## config.mk

```make
export PLATFORM = sky130hd
export DESIGN_NAME = cspmv_mac
export DESIGN_NICKNAME = d
export VERILOG_FILES = /design/src/rtl/cspmv_pkg.sv /design/src/rtl/cspmv_mac.sv
export SDC_FILE = /design/constraint.sdc
export NUM_CORES = 2
export LEC_CHECK = 0
export ABC_CLOCK_PERIOD_IN_PS = 26900
export BUFFER_PORTS_ARGS = -buffer_cell sky130_fd_sc_hd__buf_2
export CAP_MARGIN = 20
export CORE_MARGIN = 2
export CORE_UTILIZATION = 35
export CTS_CLUSTER_DIAMETER = 200
export CTS_CLUSTER_SIZE = 10
export DETAILED_ROUTE_END_ITERATION = 16
export PLACE_DENSITY_LB_ADDON = 0.15
export SETUP_SLACK_MARGIN = 0.15
export SLEW_MARGIN = 20
export SYNTH_ARGS = -nofsm -noshare
export SYNTH_HDL_FRONTEND = slang
export SYNTH_SLANG_ARGS = --single-unit
```

## constraint.sdc

```tcl
create_clock -name i_clk -period 26.9 [get_ports i_clk]
set_input_delay 1.345 -clock i_clk [delete_from_list [all_inputs] [get_ports i_clk]]
set_output_delay 1.345 -clock i_clk [all_outputs]
set_load 0.02 [all_outputs]
```

## src/rtl/cspmv_pkg.sv

```systemverilog
// ----------------------------------------------------------------------------
// cspmv_pkg: shared constants and types for the CSR sparse matrix-vector unit
// Holds the operation codes, the field widths, the vector store geometry and
// the stage record that the front end hands to the multiply-accumulate unit.
// ----------------------------------------------------------------------------
package cspmv_pkg;

    localparam int VECTOR_DEPTH = 4096;
    localparam int MAX_ROWS     = 65536;
    localparam int VEC_AW       = (VECTOR_DEPTH > 1) ? $clog2(VECTOR_DEPTH) : 1;

    localparam int OP_W    = 2;
    localparam int IDX_W   = 12;
    localparam int VAL_W   = 32;
    localparam int ROW_W   = 16;
    localparam int SUM_W   = 64;
    localparam int IN_TDATA_W  = 64;
    localparam int OUT_TDATA_W = 80;

    localparam logic [OP_W-1:0] OP_LOAD  = 2'd0;
    localparam logic [OP_W-1:0] OP_NZ    = 2'd1;
    localparam logic [OP_W-1:0] OP_EMPTY = 2'd2;

    localparam logic [SUM_W-1:0] SUM_MAX = {1'b0, {(SUM_W-1){1'b1}}};
    localparam logic [SUM_W-1:0] SUM_MIN = {1'b1, {(SUM_W-1){1'b0}}};

    // One item on its way from the vector store read to the multiplier.
    typedef struct packed {
        logic [OP_W-1:0]  op;
        logic [ROW_W-1:0] row;
        logic             last;
        logic             in_range;
        logic [VAL_W-1:0] value;
    } t_stage;

    // Store address taken from an item index, at whatever width the store needs.
    function automatic logic [VEC_AW-1:0] vec_addr(input logic [IDX_W-1:0] idx);
        logic [IDX_W+VEC_AW-1:0] wide;
        wide = {{VEC_AW{1'b0}}, idx};
        return wide[VEC_AW-1:0];
    endfunction

    function automatic logic vec_in_range(input logic [IDX_W-1:0] idx);
        logic [IDX_W+VEC_AW:0] wide;
        logic [IDX_W+VEC_AW:0] depth;
        wide  = {{(VEC_AW+1){1'b0}}, idx};
        depth = (IDX_W+VEC_AW+1)'(VECTOR_DEPTH);
        return wide < depth;
    endfunction

endpackage

```

## src/rtl/cspmv_mac.sv

```systemverilog
// ----------------------------------------------------------------------------
// cspmv_mac: multiply-accumulate and result register
// Multiplies a matrix value by its vector element, then adds the product to
// the running Q32.32 row sum with saturation and emits the closed row.
// ----------------------------------------------------------------------------
module cspmv_mac (
    input  logic                                  i_clk,
    input  logic                                  i_rst_n,
    input  logic                                  i_s1_valid,
    input  cspmv_pkg::t_stage                     i_s1,
    input  logic [cspmv_pkg::VAL_W-1:0]           i_vec_data,
    output logic                                  o_s1_take,
    output logic                                  m_axis_tvalid,
    input  logic                                  m_axis_tready,
    // tdata: result_row [15:0], row_sum [79:16]
    output logic [cspmv_pkg::OUT_TDATA_W-1:0]     m_axis_tdata,
    // tuser: saturated [0]
    output logic                                  m_axis_tuser
);

    logic                              r_s2_valid;
    logic [cspmv_pkg::OP_W-1:0]        r_s2_op;
    logic [cspmv_pkg::ROW_W-1:0]       r_s2_row;
    logic                              r_s2_last;
    logic [cspmv_pkg::SUM_W-1:0]       r_s2_prod;

    logic [cspmv_pkg::SUM_W-1:0]       r_acc;
    logic                              r_clip;

    logic                              r_o_valid;
    logic [cspmv_pkg::ROW_W-1:0]       r_o_row;
    logic [cspmv_pkg::SUM_W-1:0]       r_o_sum;
    logic                              r_o_sat;

    logic signed [cspmv_pkg::VAL_W-1:0] w_a;
    logic signed [cspmv_pkg::VAL_W-1:0] w_x;
    logic signed [cspmv_pkg::SUM_W-1:0] w_prod;
    logic [cspmv_pkg::SUM_W-1:0]       w_sum;
    logic                              w_ovf;
    logic [cspmv_pkg::SUM_W-1:0]       n_acc;
    logic                              w_out_free;
    logic                              w_s2_emits;
    logic                              w_s2_go;
    logic                              w_s2_free;

    // A column beyond the store reads as zero.
    assign w_a    = signed'(i_s1.value);
    assign w_x    = i_s1.in_range ? signed'(i_vec_data) : '0;
    assign w_prod = w_a * w_x;

    assign w_sum = r_acc + r_s2_prod;
    assign w_ovf = (r_acc[cspmv_pkg::SUM_W-1] == r_s2_prod[cspmv_pkg::SUM_W-1])
                && (w_sum[cspmv_pkg::SUM_W-1] != r_acc[cspmv_pkg::SUM_W-1]);
    assign n_acc = w_ovf ? (r_acc[cspmv_pkg::SUM_W-1] ? cspmv_pkg::SUM_MIN
                                                     : cspmv_pkg::SUM_MAX)
                         : w_sum;

    assign w_out_free = !r_o_valid || m_axis_tready;
    assign w_s2_emits = (r_s2_op == cspmv_pkg::OP_EMPTY)
                     || ((r_s2_op == cspmv_pkg::OP_NZ) && r_s2_last);
    assign w_s2_go    = r_s2_valid && (!w_s2_emits || w_out_free);
    assign w_s2_free  = !r_s2_valid || w_s2_go;
    assign o_s1_take  = i_s1_valid && w_s2_free;

    always_ff @(posedge i_clk) begin
        if (!i_rst_n) begin
            r_s2_valid <= 1'b0;
        end else if (w_s2_free) begin
            r_s2_valid <= i_s1_valid;
        end
        if (o_s1_take) begin
            r_s2_op   <= i_s1.op;
            r_s2_row  <= i_s1.row;
            r_s2_last <= i_s1.last;
            r_s2_prod <= cspmv_pkg::SUM_W'(w_prod);
        end
    end

    // Running row sum: read, add and write back as each nonzero leaves stage two; a row's last clears it.
    always_ff @(posedge i_clk) begin
        if (!i_rst_n) begin
            r_acc  <= '0;
            r_clip <= 1'b0;
        end else if (w_s2_go && (r_s2_op == cspmv_pkg::OP_NZ)) begin
            if (r_s2_last) begin
                r_acc  <= '0;
                r_clip <= 1'b0;
            end else begin
                r_acc  <= n_acc;
                r_clip <= r_clip | w_ovf;
            end
        end
    end

    always_ff @(posedge i_clk) begin
        if (!i_rst_n) begin
            r_o_valid <= 1'b0;
        end else if (w_s2_go && w_s2_emits) begin
            r_o_valid <= 1'b1;
        end else if (m_axis_tready) begin
            r_o_valid <= 1'b0;
        end
        if (w_s2_go && w_s2_emits) begin
            r_o_row <= r_s2_row;
            if (r_s2_op == cspmv_pkg::OP_EMPTY) begin
                r_o_sum <= '0;
                r_o_sat <= 1'b0;
            end else begin
                r_o_sum <= n_acc;
                r_o_sat <= r_clip | w_ovf;
            end
        end
    end

    assign m_axis_tvalid = r_o_valid;
    assign m_axis_tdata  = {r_o_sum, r_o_row};
    assign m_axis_tuser  = r_o_sat;

    a_row_close_clears: assert property (@(posedge i_clk) disable iff (!i_rst_n)
        (w_s2_go && (r_s2_op == cspmv_pkg::OP_NZ) && r_s2_last)
        |=> (r_acc == '0) && !r_clip)
        else $error("row sum not cleared after a row closed");

    a_empty_row_zero: assert property (@(posedge i_clk) disable iff (!i_rst_n)
        (w_s2_go && (r_s2_op == cspmv_pkg::OP_EMPTY))
        |=> r_o_valid && (r_o_sum == '0) && !r_o_sat)
        else $error("empty row did not give a zero result");

    a_empty_keeps_acc: assert property (@(posedge i_clk) disable iff (!i_rst_n)
        (w_s2_go && (r_s2_op == cspmv_pkg::OP_EMPTY))
        |=> $stable(r_acc) && $stable(r_clip))
        else $error("empty row disturbed the open row sum");

endmodule

```

* Word level (Yosys, flattened, before mapping) *
Index checks and enable logic that the tools add are counted.

storage, ports and cells
  memories kept = 0
  register bits = 231
  output and inout bits = 83
  input port bits = 88
  word-level logic and storage cells = 39
  ROM bits = 0
  bits in writable memories = 0
  latch bits = 0

cells by class
  add/subtract/negate cells = 1
  equality and inequality tests = 4
  divide/modulo/power cells = 0
  muxes and demuxes = 7
  magnitude comparators = 0
  $mul = 1
  shifts and indexed selects = 0
  reduce and logical (&&, ||, !) cells = 14
  bitwise operators = 1

operators with widths
  cell                                           count
  two-way mux 64 bit                             3
  adder 64 bit                                   1
  multiplier 32 x 32 -> 64 bit                   1
  two-way mux 32 bit                             1
  logical AND 1 bit                              6
  logical OR 1 bit                               4
  logical NOT 1 bit                              3
  two-way mux 1 bit                              3
  == test 2 x 1 -> 1 bit, second input constant  1
  == test 2 bit, second input constant           1
  nonzero test 2 bit                             1
  == test 1 bit                                  1
  inequality test 1 bit                          1
  OR 1 bit                                       1

* Logic depth before layout (Yosys ltp) *
  depth after elaboration = 8
  depth in mapped cells = 33

* Least setup slack after synthesis *
Ideal clock, no wire load.

  kind = input to register
  start point = in i_s1[32] (netlist bit)
  end point = reg r_s2_prod[58] (netlist bit), data pin
  arrival time = 9522 ps
  cell stages on the path = 25
  setup slack = 17198 ps
  setup time = 180 ps
  cells stage by stage = clkbuf_1 -> clkbuf_1 -> clkbuf_1 -> clkbuf_1 -> and3_1 -> fa_1 -> fa_1 -> fa_1 -> fa_1 -> inv_1 -> fa_1 -> inv_1 -> fa_1 -> fa_1 -> fa_1 -> ha_1 -> clkbuf_1 -> nand3_1 -> or3_1 -> nor4b_1 -> nor3_1 -> nor4b_1 -> o31ai_1 -> a211o_1 -> o311ai_1

on the way
  cells in the longest elaborated chain, start to end = 2

ends and longest elaborated chain
  what                          line             text
  start: declaration            cspmv_mac.sv:10  input cspmv_pkg::t_stage i_s1,
  two-way mux 32 bit            cspmv_mac.sv:48  assign w_x = i_s1.in_range ? signed'(i_vec_data) : '0;
  multiplier 32 x 32 -> 64 bit  cspmv_mac.sv:49  assign w_prod = w_a * w_x;
  named net w_prod, one bit     cspmv_mac.sv:37  logic signed [cspmv_pkg::SUM_W-1:0] w_prod;
  end signal: assignment        cspmv_mac.sv:75  r_s2_prod <= cspmv_pkg::SUM_W'(w_prod);
  end: declaration              cspmv_mac.sv:25  logic [cspmv_pkg::SUM_W-1:0] r_s2_prod;

The timed path passes the listed nets, and every way through them passes these cells.
A chain may end at the register's enable or synchronous reset.

* Worst setup path after layout *
  start point = in i_s1[32] (netlist bit)
  end point = reg r_s2_prod[62] (netlist bit), data pin

The elaborated chain is that of the path after synthesis.

==> qor_table.md <==
| Item | Value | Unit |
|---|---|---|
| Result of the run | completed | - |
| Type of origin of the critical path | primary input | - |
| Crit path kind | in -> reg | - |
| Final routed DRC violation total | 0 | - |
| Number of levels the H-tree was split into | 1 | - |
| Worst Reg-to-Reg Cells | 13 | - |
| Commonest cells after routing, fill and taps aside | 1083 x sky130_fd_sc_hd__fa_1, 983 x sky130_fd_sc_hd__inv_1, 593 x sky130_fd_sc_hd__nand2_1 | - |
| Number of buffers inserted by post-CTS setup repair | 0 | - |
| Most frequently used flop master after synthesis | sky130_fd_sc_hd__edfxtp_1 | - |
| Cts bufs inserted | 27 | - |
| Clock-pin slew on the worst setup and hold paths | 0.05 | ns |
| Total gr overflow | 0 | - |
| Number of antenna violations at the first check in global routing | 7 | - |
| Maximum root-to-sink buffer count | 3 | - |
| GPL Wtd Cong | 0.857 | - |
| Ports placed on the boundary | 171 | - |
| Post-synthesis cell area | 47800 | um2 |
| Die Height | 374 | um |
| Starting density of the core | 35.3 | % |
| Wire length of the first global-routing pass | 238000 | um |
| Most common library cell in the layout ignoring fill and taps | sky130_fd_sc_hd__fa_1 | - |
| #FFs+latches synth | 231 | - |
| Proportion of layout cells with a drive suffix above 1 | 5.99 | % |
| Measured slew at the worst slew-check pin | 1.03 | ns |
| Antenna Violating Nets Remaining | 0 | - |
| FFs w/ async S/R, synth | 0 | % |
| CTS hold repair buffers | 0 | - |
| Max_slew headroom | 29.4 | % |
| Fin. Hold Viols | 0 | - |
| Final worst clock skew | 0.0266 | ns |
| RSZ-0062 raised after global routing | no | - |
| Number of detailed-routing iterations run before antenna repair | 5 | - |
| Max capacitance violation total | 0 | - |
| Ranking of synthesized cells by area | sky130_fd_sc_hd__fa_1 45%, sky130_fd_sc_hd__edfxtp_1 10%, sky130_fd_sc_hd__inv_1 7.7% | - |
| DIE WIDTH | 374 | um |
| IO Port Bufs | 170 | - |
| Register-to-register path setup slack | 22.36 | ns |
| Final core utilization | 37.7 | % |
| Number of fill cells in the layout | 13800 | - |
| Number of different library cells in the post-synthesis netlist | 78 | - |
| Sequential-to-total area share from yosys stat | 13.1 | % |
| Synth warn | 0 | - |
| Half-perimeter wire length after placement | 117000 | um |
| Total instance count after detailed placement | 6688 | - |
| Number of synthesized flops with an enable pin | 164 | - |
| Count of instances resized after the clock tree is built | 0 | - |
| Number of cells produced by synthesis | 4986 | - |
| Clk Latency, worst-skew pair | 0.57 | ns |
| TritonCTS clock tree | yes | - |
| Share of Yosys cell area claimed by the top area cell type | 45.3 | % |
| Largest net degree at the start of global routing | 84 | - |
| Kind of path behind the tightest hold check | reg -> reg | - |
| Final standard cell count with taps included and fillers excluded | 6743 | - |
| Final Routed Wirelength | 151000 | um |
| Std cell rows | 135 | - |
| All-layer global routing usage | 22.1 | % |
| Largest fanout on the critical path | 82 | - |
| Sum Neg Setup Slack | 0 | ns |
| Startpoint of the worst-slack reg-to-reg timing path | r_s2_prod[1] | - |
| Source of the worst hold timing path | r_s2_row[13] | - |
| Slowest Stage Delay on Critical Path | 0.84 | ns |
| Buffer type at the clock tree root | sky130_fd_sc_hd__clkbuf_16 | - |
| Final period utilization | 40.9 | % |
| Arrival time at the worst endpoint | 11.30 | ns |
| Post-Syn Area per Cell | 9.59 | um2 |
| Clk sinks | 231 | - |
| Cells on Worst Hold Path | 0 | - |
| Reg-to-Reg End | r_o_sum[25] | - |
| Post-detailed-route wirelength per cell | 22.5 | um |
| Vias in the first global route | 38300 | - |
| WP data required | 27.20 | ns |
| Core area | 135000 | um2 |
| Cell seen most often among critical-path stages | sky130_fd_sc_hd__fa_1 | - |
| DIE AREA | 140000 | um2 |
| Slowest cell on the critical path | sky130_fd_sc_hd__a2111oi_0 | - |
| Initial drt markers | 2327 | - |
| Final count of pins violating max slew | 0 | - |
| Critical Path End Type | register | - |
| Timing-limited maximum frequency | 90.9 | MHz |
| Synthesis-to-layout area growth | 6.71 | % |
| Shortest clock period the worst path allows after layout | 11.01 | ns |
| Min-Delay Endpoint | r_o_row[13] | - |
| Number of nets in the layout | 6355 | - |
| Area leader, netlist | sky130_fd_sc_hd__fa_1 | - |
| Number of vias per cell after detailed routing | 5.19 | - |
| Mapped Nets | 6404 | - |
| Routed via count | 35000 | - |
| Count of final setup violators | 0 | - |
worst max path at each step:
| stage | startpoint | to | slack, ns | depth (start not counted) |
|---|---|---|---|---|
| 6_report | i_s1[32] | r_s2_prod[62] | 15.89 | 30 |
| 5_1_grt | i_s1[32] | r_s2_prod[62] | 15.45 | 30 |
| 4_1_cts | i_s1[32] | r_s2_prod[58] | 16.01 | 24 |
| 3_5_place_dp | i_s1[32] | r_s2_prod[58] | 15.43 | 24 |
| 3_3_place_gp | i_s1[32] | r_s2_prod[62] | 15.32 | 28 |
| 2_1_floorplan | i_s1[32] | r_s2_prod[58] | 17.20 | 25 |
metrics by stage:
step | area, um2 | hold WS, ns | setup WS [ns]
4_1_cts | 51000 | 0.419 | 16.01
3_3_place_gp | 50200 | 0.401 | 15.32
2_1_floorplan | 47800 | 0.400 | 17.20
6_report | 51000 | 0.416 | 15.89
3_5_place_dp | 50200 | 0.405 | 15.43
5_1_grt | 51000 | 0.423 | 15.45
worst max-delay path, delay by kind of cell:
| family | cells | cell delay (ns) |
|---|---|---|
| adders and majority gates | 9 | 4.14 |
| and+or+nand+nor | 6 | 1.24 |
| AOI/OAI and AO/OA | 6 | 2.05 |
| xor gates and xnor gates | 1 | 0.17 |
| buffers and inverters | 8 | 2.14 |
flip-flops by register name, summed over array words and instances (netlist names):
| name | cells |
|---|---|
| r_s2_last | 1 |
| m_axis_tuser | 1 |
| r_s2_prod | 64 |
| r_s2_valid | 1 |
| r_acc | 64 |
| r_o_row | 16 |
| r_o_sum | 64 |
| r_s2_row | 16 |
| r_clip | 1 |
| r_s2_op | 2 |
| m_axis_tvalid | 1 |
routing by layer:
layer | track usage [%] | wire length [um] | vias up
met4 | 5.13 | 3820 | 2
met3 | 2.52 | 8970 | 175
met2 | 35.3 | 68500 | 1103
met1 | 32.1 | 70100 | 18200
li1 | - | - | 15400
met5 | 0 | 13 | -
cell families (layout without fill, tap and decap cells):
family                     after synthesis  in the layout  share of synthesized area, %
buffers and inverters                 1292           1263                          10.2
and+or+nand+nor                       1498           1498                          15.6
adders and majority gates             1331           1331                          51.8
muxes                                    2              2                        0.0419
other                                    0              5                             0
AOI/OAI and AO/OA                      506            506                          6.95
DFF                                    231            231                          13.1
xor gates and xnor gates               126            126                          2.31
synthesized netlist by cell type (all sizes together), types with 8 or more instances:
cell type	n
a2111oi	8
a211oi	13
a21o	83
a21oi	147
a22o	19
a31oi	19
and2	53
and3	536
buf	15
clkbuf	294
dfxtp	67
edfxtp	164
fa	1083
ha	247
inv	983
nand2	593
nand2b	15
nand3	39
nand4	24
nor2	155
nor2b	14
nor3	24
o211ai	9
o21a	13
o21ai	111
o21bai	20
o31ai	9
or2	14
xnor2	79
xor2	47
area by class of cell:
class,instances,area (um2),area share [%]
tap,1781,2230,4.37
timing repair buffer,231,1330,2.61
clock buffer,47,751,1.47
antenna,5,12.5,0.0245
clock inverter,2,28.8,0.0564
inverter,983,3690,7.23
multi-input combinational,3463,36700,72.0
sequential,231,6270,12.3
Power is left out: the tool's default activity adds up to more than one toggle a clock period on the data nets, which glitch-free logic cannot reach.
